File: src/rtl/core/trapezoidal_velocity_profile_core_assert.svh
// ----------------------------------------------------------------------------
// Trapezoidal velocity profile core: assertion macros
// Concurrent assertion shorthands clocked on clk and disabled in reset.
// ----------------------------------------------------------------------------
`ifndef TRAPEZOIDAL_VELOCITY_PROFILE_CORE_ASSERT_SVH
`define TRAPEZOIDAL_VELOCITY_PROFILE_CORE_ASSERT_SVH

// same-cycle implication
`define TVP_ASSERT_IMP(label, ante, cons, msg) \
  label: assert property (@(posedge clk) disable iff (rst) (ante) |-> (cons)) \
    else $error(msg);

// next-cycle implication
`define TVP_ASSERT_NXT(label, ante, cons, msg) \
  label: assert property (@(posedge clk) disable iff (rst) (ante) |=> (cons)) \
    else $error(msg);

`endif

File: src/rtl/core/tvp_pkg.sv
// ----------------------------------------------------------------------------
// tvp_pkg
// Shared types and constants of the trapezoidal velocity profile core.
// ----------------------------------------------------------------------------
`timescale 1ns / 1ps

package tvp_pkg;

  localparam int FRAC_BITS_DEF = 16;
  localparam int WORD_BITS_DEF = 32;
  localparam int FIELD_BITS    = 31;
  localparam int ADDR_BITS     = 4;
  localparam int DATA_BITS     = 32;

  localparam logic [FIELD_BITS-1:0] REG_ONE_RESET = 31'd65536;
  localparam logic [FIELD_BITS-1:0] STEP_DIV      = 31'd200;

  // x/200 as ((x >> 3) * ceil(2^35/25)) >> 35, exact for x below 2^32
  localparam int                    AVG_PRE   = 3;
  localparam int                    AVG_SHIFT = 35;
  localparam logic [FIELD_BITS-1:0] AVG_RECIP = 31'd1374389535;

  localparam logic [1:0] REG_DISTANCE = 2'd0;
  localparam logic [1:0] REG_SPEED    = 2'd1;
  localparam logic [1:0] REG_ACCEL    = 2'd2;

  localparam logic [1:0] SEG_IDLE   = 2'd0;
  localparam logic [1:0] SEG_ACCEL  = 2'd1;
  localparam logic [1:0] SEG_CRUISE = 2'd2;
  localparam logic [1:0] SEG_DECEL  = 2'd3;

  typedef enum logic [1:0] {
    OP_MUL,
    OP_DIV,
    OP_SQRT
  } op_t;

  typedef struct packed {
    logic start;
    op_t  op;
  } unit_ctrl_t;

  typedef struct packed {
    logic busy;
    logic done;
  } unit_status_t;

endpackage

File: src/rtl/core/tvp_iter_unit.sv
// ----------------------------------------------------------------------------
// tvp_iter_unit
// Shared iterative unit: shift-add multiply, restoring divide and
// digit-by-digit square root, one step per cycle.
// ----------------------------------------------------------------------------
`timescale 1ns / 1ps

module tvp_iter_unit #(
  parameter int AW = 63
) (
  input  logic                               clk,
  input  logic                               rst,
  input  tvp_pkg::unit_ctrl_t                ctrl,
  input  logic [AW-1:0]                      opa,
  input  logic [tvp_pkg::FIELD_BITS-1:0]     opb,
  output tvp_pkg::unit_status_t              status,
  output logic [AW-1:0]                      result
);
  import tvp_pkg::*;

  localparam int CW       = $clog2(AW + 1);
  localparam int RW       = FIELD_BITS + 4;
  localparam int SQ_SHIFT = AW - 2 * FIELD_BITS;

  op_t                   op;
  logic                  busy;
  logic                  done;
  logic [CW-1:0]         cnt;
  logic [AW-1:0]         acc;
  logic [AW-1:0]         src;
  logic [FIELD_BITS-1:0] dvs;
  logic [RW-1:0]         rem;

  logic [AW-1:0]           mul_next;
  logic [FIELD_BITS+1:0]   div_rs;
  logic [FIELD_BITS+1:0]   div_sub;
  logic                    div_ge;
  logic [RW-1:0]           sq_rs;
  logic [RW-1:0]           sq_trial;
  logic                    sq_ge;

  always_comb begin
    mul_next = (acc << 1) + (dvs[FIELD_BITS-1] ? src : '0);
    div_rs   = {rem[FIELD_BITS:0], src[AW-1]};
    div_sub  = {2'b00, dvs};
    div_ge   = (div_rs >= div_sub);
    sq_rs    = {rem[RW-3:0], src[AW-1 -: 2]};
    sq_trial = {2'b00, acc[FIELD_BITS-1:0], 2'b01};
    sq_ge    = (sq_rs >= sq_trial);
  end

  always_ff @(posedge clk) begin
    if (rst) begin
      busy <= 1'b0;
      done <= 1'b0;
      cnt  <= '0;
      op   <= OP_DIV;
    end else begin
      done <= 1'b0;
      if (ctrl.start) begin
        busy <= 1'b1;
        op   <= ctrl.op;
        cnt  <= (ctrl.op == OP_DIV) ? CW'(AW) : CW'(FIELD_BITS);
      end else if (busy) begin
        cnt <= cnt - 1'b1;
        if (cnt == CW'(1)) begin
          busy <= 1'b0;
          done <= 1'b1;
        end
      end
    end
  end

  always_ff @(posedge clk) begin
    if (ctrl.start) begin
      acc <= '0;
      rem <= '0;
      dvs <= opb;
      src <= (ctrl.op == OP_SQRT) ? (opa << SQ_SHIFT) : opa;
    end else if (busy) begin
      case (op)
        OP_MUL: begin
          acc <= mul_next;
          dvs <= dvs << 1;
        end
        OP_DIV: begin
          rem <= div_ge ? RW'(div_rs - div_sub) : RW'(div_rs);
          acc <= {acc[AW-2:0], div_ge};
          src <= src << 1;
        end
        OP_SQRT: begin
          rem <= sq_ge ? (sq_rs - sq_trial) : sq_rs;
          acc <= {acc[AW-2:0], sq_ge};
          src <= src << 2;
        end
        default: begin
          acc <= acc;
        end
      endcase
    end
  end

  assign status.busy = busy;
  assign status.done = done;
  assign result      = acc;

endmodule

File: src/rtl/core/trapezoidal_velocity_profile_core.sv
// Timing: a triangular start adds the product, root and second ramp steps; any
//   transaction may wait for the previous response to be taken. AW = WORD_BITS+31,
//   min 62.
// Throughput: one transaction at a time; the shared iterative unit sets it.
// Reset: synchronous, active high; registers to reset values, profile cleared.
// ----------------------------------------------------------------------------
// trapezoidal_velocity_profile_core
// Trapezoidal/triangular motion reference with trapezoid-rule position.
// ----------------------------------------------------------------------------
`timescale 1ns / 1ps

module trapezoidal_velocity_profile_core #(
  parameter int FRAC_BITS = tvp_pkg::FRAC_BITS_DEF,
  parameter int WORD_BITS = tvp_pkg::WORD_BITS_DEF
) (
  input  logic                           clk,
  input  logic                           rst,
  input  logic                           psel,
  input  logic                           penable,
  input  logic                           pwrite,
  input  logic [tvp_pkg::ADDR_BITS-1:0]  paddr,
  input  logic [tvp_pkg::DATA_BITS-1:0]  pwdata,
  output logic [tvp_pkg::DATA_BITS-1:0]  prdata,
  output logic                           pready,
  input  logic                           req_valid,
  output logic                           req_ready,
  input  logic                           func,
  input  logic [tvp_pkg::FIELD_BITS-1:0] sample_time,
  output logic                           rsp_valid,
  input  logic                           rsp_ready,
  output logic [tvp_pkg::FIELD_BITS-1:0] velocity_ref,
  output logic [tvp_pkg::FIELD_BITS-1:0] position_ref,
  output logic [1:0]                     segment,
  output logic                           triangular
);
  import tvp_pkg::*;

  localparam int AW0      = WORD_BITS + FIELD_BITS;
  localparam int AW       = (AW0 > 2 * FIELD_BITS) ? AW0 : 2 * FIELD_BITS;
  localparam int XW       = (WORD_BITS > 32) ? WORD_BITS : 32;
  localparam int POS_BITS = (WORD_BITS < FIELD_BITS) ? WORD_BITS : FIELD_BITS;
  localparam logic [AW-1:0] POS_MAX = {{(AW-POS_BITS){1'b0}}, {POS_BITS{1'b1}}};

  typedef enum logic [3:0] {
    S_IDLE, S_DIST, S_RAMP, S_CMP, S_PROD, S_ROOT, S_RAMP2, S_ENDS,
    S_SEG, S_NORM, S_MUL, S_DIV, S_AVG, S_ACC, S_OUT
  } state_t;

  state_t state;

  logic [FIELD_BITS-1:0] target_distance;
  logic [FIELD_BITS-1:0] top_speed;
  logic [FIELD_BITS-1:0] acceleration;

  logic [WORD_BITS-1:0] accel_end_time;
  logic [WORD_BITS-1:0] cruise_end_time;
  logic [WORD_BITS-1:0] decel_end_time;
  logic [WORD_BITS-1:0] peak_speed;
  logic [WORD_BITS-1:0] position_accumulator;
  logic [WORD_BITS-1:0] previous_speed;
  logic                 triangle_flag;

  logic                  launched;
  logic [FIELD_BITS-1:0] t_r;
  logic [FIELD_BITS-1:0] d_r;
  logic [FIELD_BITS-1:0] v_r;
  logic [FIELD_BITS-1:0] a_r;
  logic [WORD_BITS-1:0]  t_dist;
  logic [WORD_BITS-1:0]  t_ramp;
  logic [AW-1:0]         work;
  logic [XW-1:0]         num;
  logic [XW-1:0]         den;
  logic [WORD_BITS-1:0]  speed;
  logic [1:0]            seg_r;

  unit_ctrl_t            u_ctrl;
  unit_status_t          u_status;
  logic [AW-1:0]         u_opa;
  logic [FIELD_BITS-1:0] u_opb;
  logic [AW-1:0]         u_result;
  logic                  op_state;

  logic [XW-1:0]        t_x;
  logic [XW-1:0]        ae_x;
  logic [XW-1:0]        ce_x;
  logic [XW-1:0]        de_x;
  logic [WORD_BITS-1:0] cend_val;
  logic [WORD_BITS:0]   dsum;
  logic [AW-1:0]        pos_sum;
  logic                 wr_en;

  function automatic logic [WORD_BITS-1:0] sat_word(input logic [AW-1:0] x);
    if (x[AW-1:WORD_BITS] != '0) begin
      sat_word = '1;
    end else begin
      sat_word = x[WORD_BITS-1:0];
    end
  endfunction

  // configuration port
  assign pready = 1'b1;
  assign wr_en  = psel && penable && pwrite;

  always_ff @(posedge clk) begin
    if (rst) begin
      target_distance <= '0;
      top_speed       <= REG_ONE_RESET;
      acceleration    <= REG_ONE_RESET;
    end else if (wr_en) begin
      case (paddr[3:2])
        REG_DISTANCE: target_distance <= pwdata[FIELD_BITS-1:0];
        REG_SPEED:    top_speed       <= pwdata[FIELD_BITS-1:0];
        REG_ACCEL:    acceleration    <= pwdata[FIELD_BITS-1:0];
        default:      target_distance <= target_distance;
      endcase
    end
  end

  always_comb begin
    case (paddr[3:2])
      REG_DISTANCE: prdata = {1'b0, target_distance};
      REG_SPEED:    prdata = {1'b0, top_speed};
      REG_ACCEL:    prdata = {1'b0, acceleration};
      default:      prdata = '0;
    endcase
  end

  // shared unit requests
  always_comb begin
    op_state  = 1'b1;
    u_ctrl.op = OP_DIV;
    u_opa     = '0;
    u_opb     = '0;
    case (state)
      S_DIST: begin
        u_opa = AW'(d_r) << FRAC_BITS;
        u_opb = v_r;
      end
      S_RAMP, S_RAMP2: begin
        u_opa = AW'(v_r) << FRAC_BITS;
        u_opb = a_r;
      end
      S_PROD: begin
        u_ctrl.op = OP_MUL;
        u_opa     = AW'(d_r);
        u_opb     = a_r;
      end
      S_ROOT: begin
        u_ctrl.op = OP_SQRT;
        u_opa     = work;
      end
      S_MUL: begin
        u_ctrl.op = OP_MUL;
        u_opa     = AW'(peak_speed);
        u_opb     = num[FIELD_BITS-1:0];
      end
      S_DIV: begin
        u_opa = work;
        u_opb = den[FIELD_BITS-1:0];
      end
      S_AVG: begin
        u_ctrl.op = OP_MUL;
        u_opa     = (AW'(previous_speed) + AW'(speed)) >> AVG_PRE;
        u_opb     = AVG_RECIP;
      end
      default: begin
        op_state = 1'b0;
      end
    endcase
    u_ctrl.start = op_state && !launched;
  end

  tvp_iter_unit #(
    .AW (AW)
  ) u_unit (
    .clk    (clk),
    .rst    (rst),
    .ctrl   (u_ctrl),
    .opa    (u_opa),
    .opb    (u_opb),
    .status (u_status),
    .result (u_result)
  );

  always_comb begin
    t_x      = XW'(t_r);
    ae_x     = XW'(accel_end_time);
    ce_x     = XW'(cruise_end_time);
    de_x     = XW'(decel_end_time);
    cend_val = triangle_flag ? t_ramp : t_dist;
    dsum     = {1'b0, cend_val} + {1'b0, t_ramp};
    pos_sum  = AW'(position_accumulator) + (u_result >> AVG_SHIFT);
  end

  assign req_ready = (state == S_IDLE);

  always_ff @(posedge clk) begin
    if (rst) begin
      state                <= S_IDLE;
      launched             <= 1'b0;
      rsp_valid            <= 1'b0;
      accel_end_time       <= '0;
      cruise_end_time      <= '0;
      decel_end_time       <= '0;
      peak_speed           <= '0;
      position_accumulator <= '0;
      previous_speed       <= '0;
      triangle_flag        <= 1'b0;
    end else begin
      if (rsp_valid && rsp_ready && (state != S_OUT)) begin
        rsp_valid <= 1'b0;
      end
      if (u_ctrl.start) begin
        launched <= 1'b1;
      end
      if (launched && u_status.done) begin
        launched <= 1'b0;
      end
      case (state)
        S_IDLE: begin
          if (req_valid) begin
            t_r    <= sample_time;
            d_r    <= target_distance;
            v_r    <= (top_speed == '0) ? FIELD_BITS'(1) : top_speed;
            a_r    <= (acceleration == '0) ? FIELD_BITS'(1) : acceleration;
            state  <= func ? S_SEG : S_DIST;
          end
        end
        S_DIST: begin
          if (launched && u_status.done) begin
            t_dist <= sat_word(u_result);
            state  <= S_RAMP;
          end
        end
        S_RAMP: begin
          if (launched && u_status.done) begin
            t_ramp <= sat_word(u_result);
            state  <= S_CMP;
          end
        end
        S_CMP: begin
          triangle_flag <= (t_dist < t_ramp);
          state         <= (t_dist < t_ramp) ? S_PROD : S_ENDS;
        end
        S_PROD: begin
          if (launched && u_status.done) begin
            work  <= u_result;
            state <= S_ROOT;
          end
        end
        S_ROOT: begin
          if (launched && u_status.done) begin
            v_r   <= u_result[FIELD_BITS-1:0];
            state <= S_RAMP2;
          end
        end
        S_RAMP2: begin
          if (launched && u_status.done) begin
            t_ramp <= sat_word(u_result);
            state  <= S_ENDS;
          end
        end
        S_ENDS: begin
          peak_speed           <= sat_word(AW'(v_r));
          accel_end_time       <= t_ramp;
          cruise_end_time      <= cend_val;
          decel_end_time       <= dsum[WORD_BITS] ? '1 : dsum[WORD_BITS-1:0];
          position_accumulator <= '0;
          previous_speed       <= '0;
          speed                <= '0;
          seg_r                <= SEG_IDLE;
          state                <= S_OUT;
        end
        S_SEG: begin
          if (t_x == '0) begin
            speed <= '0;
            seg_r <= SEG_IDLE;
            state <= S_AVG;
          end else if (t_x <= ae_x) begin
            num   <= t_x;
            den   <= ae_x;
            seg_r <= SEG_ACCEL;
            state <= S_NORM;
          end else if (t_x <= ce_x) begin
            speed <= peak_speed;
            seg_r <= SEG_CRUISE;
            state <= S_AVG;
          end else if (t_x <= de_x) begin
            num   <= de_x - t_x;
            den   <= de_x - ce_x;
            seg_r <= SEG_DECEL;
            state <= S_NORM;
          end else begin
            speed <= '0;
            seg_r <= SEG_IDLE;
            state <= S_AVG;
          end
        end
        S_NORM: begin
          if (den[XW-1:FIELD_BITS] != '0) begin
            num <= num >> 1;
            den <= den >> 1;
          end else if (den == '0) begin
            speed <= '0;
            state <= S_AVG;
          end else begin
            state <= S_MUL;
          end
        end
        S_MUL: begin
          if (launched && u_status.done) begin
            work  <= u_result;
            state <= S_DIV;
          end
        end
        S_DIV: begin
          if (launched && u_status.done) begin
            speed <= u_result[WORD_BITS-1:0];
            state <= S_AVG;
          end
        end
        S_AVG: begin
          if (launched && u_status.done) begin
            state <= S_ACC;
          end
        end
        S_ACC: begin
          position_accumulator <= (pos_sum > POS_MAX) ? POS_MAX[WORD_BITS-1:0]
                                                      : pos_sum[WORD_BITS-1:0];
          previous_speed       <= speed;
          state                <= S_OUT;
        end
        S_OUT: begin
          if (!rsp_valid || rsp_ready) begin
            rsp_valid    <= 1'b1;
            velocity_ref <= FIELD_BITS'(speed);
            position_ref <= FIELD_BITS'(position_accumulator);
            segment      <= seg_r;
            triangular   <= triangle_flag;
            state        <= S_IDLE;
          end
        end
        default: begin
          state <= S_IDLE;
        end
      endcase
    end
  end

  `include "trapezoidal_velocity_profile_core_assert.svh"

  `TVP_ASSERT_IMP(a_start_free, u_ctrl.start, !u_status.busy, "unit started while busy")
  `TVP_ASSERT_IMP(a_done_owned, u_status.done, launched, "unit result with no request")
  `TVP_ASSERT_IMP(a_pos_limit, 1'b1, AW'(position_accumulator) <= POS_MAX, "position past limit")

endmodule
File: config.mk
export PLATFORM = sky130hd
export DESIGN_NAME = trapezoidal_velocity_profile_core
export DESIGN_NICKNAME = d
export VERILOG_FILES = /design/src/rtl/core/tvp_pkg.sv /design/src/rtl/core/tvp_iter_unit.sv /design/src/rtl/core/trapezoidal_velocity_profile_core.sv
export VERILOG_INCLUDE_DIRS = /design/src /design/src/rtl/core
export SDC_FILE = /design/constraint.sdc
export NUM_CORES = 2
export LEC_CHECK = 0
export ABC_AREA = 1
export BUFFER_PORTS_ARGS = -buffer_cell sky130_fd_sc_hd__buf_2
export CAP_MARGIN = 10
export CORE_ASPECT_RATIO = 1.2
export CORE_MARGIN = 5
export CORE_UTILIZATION = 35
export CTS_CLUSTER_SIZE = 12
export DETAILED_ROUTE_END_ITERATION = 10
export PLACE_DENSITY_LB_ADDON = 0.05
export SLEW_MARGIN = 0
export SYNTH_ARGS = -nofsm -noshare
export SYNTH_HDL_FRONTEND = slang
export SYNTH_SLANG_ARGS = --single-unit
File: constraint.sdc
create_clock -name clk -period 9.4 [get_ports clk]
set_input_delay 0.94 -clock clk [delete_from_list [all_inputs] [get_ports clk]]
set_output_delay 0.94 -clock clk [all_outputs]
set_load 0.1 [all_outputs]
==> impl_metrics.json <==
{
  "status": "finished clean",
  "p_clk_share_pct": 21.5,
  "dr_total_vias": 58078,
  "r2r_cells": 14,
  "postCtsHoldBufs": 0,
  "cp_max_fo": 63,
  "drive_gt1_share_pct": 6.65,
  "register_area_mm2": 0.0232,
  "rsz0062_at_grt": "no",
  "chipHeight_um": 461,
  "cts_max_level": 3,
  "place_hpwl_mm": 228,
  "final-setup-viol-count": 0,
  "root_buffer": "clkbuf_16",
  "drc": 0,
  "syn_area_per_cell_um2": 7.30,
  "ys_seq_elements": 905,
  "setup_tns_ps": 0,
  "crit_required_ps": 9740,
  "core_area_mm2": 0.169,
  "synth_edf_count": 508,
  "synth_area_leaders": "edfxtp_1, dfxtp_1, nand2_1",
  "crit_path_end_kind": "flip-flop",
  "cts_tree": "built",
  "critPathSlowestCell": "buf_4",
  "start_util_pct": 35.2,
  "synthSimpleGateAreaFrac_pct": 24.1,
  "grt.overflow.total": 0,
  "synthDistinctLibCells": 56,
  "ir_drop_mv": 0.245,
  "slowest_delay_ps": 750,
  "placed_cell_area_mm2": 0.0627,
  "ys_warn_count": 0,
  "row_count": 165,
  "port_buffers": 169,
  "async_flop_share_pct": 0,
  "grt_pass1_wl_mm": 405,
  "synthMuxAreaShare_pct": 0,
  "synth_flop_cell": "edfxtp_1",
  "cts.clk_slew.worst_paths_ps": 60,
  "switchingPower_mw": 10.4,
  "cts_setup_buffers": 0,
  "timing.final.crit_share_pct": 54.2,
  "wl_mm": 288,
  "io_pins": 175,
  "synth_top_family_by_area": "simple AND/OR/NAND/NOR gates",
  "synth.largest_area_cell": "edfxtp_1",
  "hp-class": "input pin to flip-flop",
  "synth_xor_area_share_pct": 2.24,
  "slew_violations": 0,
  "criticalPathCategory": "flip-flop to flip-flop",
  "antenna_found_initial": 36,
  "hold_viol": 0,
  "cp-start-kind": "flip-flop",
  "period_needed_ps": 5100,
  "wl_per_cell_um": 27.3,
  "clock_sinks": 905,
  "finish.net_count": 8649,
  "powerDensity_mw_per_mm2": 317,
  "multi_input_comb_area_mm2": 0.0314,
  "syn-num-nets": 8599,
  "syn_area_mm2": 0.0594,
  "cts-buffers-inserted": 107,
  "firstDrtPassIters": 6,
  "power_frac_seq_pct": 28.2,
  "synth_compound_area_share_pct": 18.1,
  "via_per_inst": 5.50,
  "synth_fa_ha_area_share_pct": 8.14,
  "dieArea_mm2": 0.178,
  "ant_nets": 0,
  "grt_max_degree": 168,
  "path_common_cell": "a21oi_1",
  "cp.arrival_ps": 5440,
  "dieWidth_um": 386,
  "stdcell_area_mm2": 0.0665,
  "synth_common_cells": "nand2_1, inv_1, a21oi_1",
  "max_slew_margin_pct": 13.6,
  "area_growth_pct": 11.9,
  "clockBufferDepth": 3,
  "grt_use_total_pct": 31.4,
  "cts_resized": 0,
  "worstSkewPairLatency_ps": 760,
  "dr.first_iter.drc_count": 4598,
  "p_leak_nw": 28.3,
  "synth_most_common_cell": "nand2_1",
  "synth_top_area_share_pct": 25.7,
  "grt_pass1_vias": 57146,
  "fillers": 18094,
  "gp_congestion": 0.970,
  "worstMarginPinSlew_ps": 1280,
  "fmax_mhz": 196,
  "ys_seq_area_share_pct": 39.0,
  "crit_chain": "ha_1, a21oi_1, nor2_1, a21oi_1, nand2_1, a21oi_1, nand2_1, nand2_2, inv_2, buf_4, a21oi_1, o211ai_1, nor2_4, buf_4",
  "synth_cells": 8141,
  "drv_cap": 0,
  "p_int_mw": 10.7,
  "clock_skew_ps": 57.3,
  "holdPathStages": 1,
  "switching_share_pct": 49.1,
  "comb_power_share_pct": 50.3
}
[cells in the final DEF, fill, tap and decap left out, types with 21 or more instances in the layout]
cell type and count:
edfxtp_1 508, o221ai_1 56, dfxtp_1 397, clkbuf_1 26, a22oi_1 35, o2111ai_1 21
nor4_1 51, a21oi_1 789, nand3_1 497, nor2_1 715, a31oi_1 30, buf_2 168
buf_4 109, nand2_1 1961, xnor2_1 65, ha_1 375, inv_1 933, nor3_1 74
a21o_1 32, o21bai_1 31, nand4_1 71, clkbuf_16 110, or2_2 40, a221oi_1 31
xor2_1 87, o21ai_0 763, o211ai_1 72
[power by group through the flow]
| stage | combinational (mW) | clock (mW) | sequential [mW] |
|---|---|---|---|
| 2_1_floorplan | 6.72 | 0 | 5.65 |
| 3_3_place_gp | 10.4 | 0 | 6.01 |
| 5_1_grt | 11.6 | 4.77 | 5.98 |
| 4_1_cts | 10.5 | 4.62 | 5.94 |
| 3_5_place_dp | 10.4 | 0 | 6.01 |
| 6_report | 10.6 | 4.54 | 5.95 |
[worst max-delay path: cells and delay by family (launching register included)]
kind / cells / cell delay (ps)
buffers and inverters: 3 / 1530
AO/OA/AOI/OAI: 5 / 1150
AND/OR/NAND/NOR: 5 / 1140
flip-flops: 1 / 440
adder cells (fa/ha/maj): 1 / 320
[stage by stage]
stage | hold slack [ps] | worst slack, ps | std cells | utilization, % | total power, mW
global placement | 409 | 4320 | 10334 | 37.2 | 16.4
finish | 362 | 4300 | 10557 | 39.4 | 21.1
detailed placement | 414 | 4350 | 10334 | 37.2 | 16.5
global route | 340 | 4050 | 10540 | 39.4 | 22.3
CTS | 312 | 4330 | 10536 | 39.4 | 21.1
floorplan | 400 | 1380 | 8141 | - | 12.4
[layer usage]
| metal | vias up | GRT usage (%) | wire length (um) |
|---|---|---|---|
| met5 | - | 0 | 71 |
| met4 | 12 | 19.1 | 20900 |
| met3 | 566 | 3.75 | 14300 |
| met2 | 1904 | 55.0 | 140000 |
| met1 | 27925 | 36.7 | 113000 |
| li1 | 27671 | - | - |
[sequential cells by signal, summed over array words and instances (netlist names), 32 cells and up]
signal and cells:
de_x 32, num 32, u_unit.rem 33, den 32
t_dist 32, u_unit.src 63, ce_x 32, accel_end_time 32
work 63, speed 32, previous_speed 32, t_ramp 32
position_accumulator 32, u_unit.result 63
[logic make-up after synthesis]
kind of cell	Yosys count
AO/OA/AOI/OAI	1935
XOR/XNOR	152
adder cells (fa/ha/maj)	383
buffers and inverters	1295
flip-flops	905
other	2
AND/OR/NAND/NOR	3469
[final cells by class]
type	instances	area share, %
flip-flops and latches	905	34.9
multi-input cells	5941	47.2
clock inverters	49	1.01
well taps	2254	4.24
clock buffers	153	4.64
diodes	19	0.0715
inverters	955	5.40
repair buffers	281	2.61
[path summary, 6_finish.rpt]
check,startpoint,to,slack (ps)
worst max-delay path,t_r[29],den[30],4300
worst min-delay path,sample_time[15],t_r[15],360
worst max register to register,t_r[29],den[30],4300
worst min register to register,seg_r[1],segment[1],430
(Power assumes the default switching activity.)
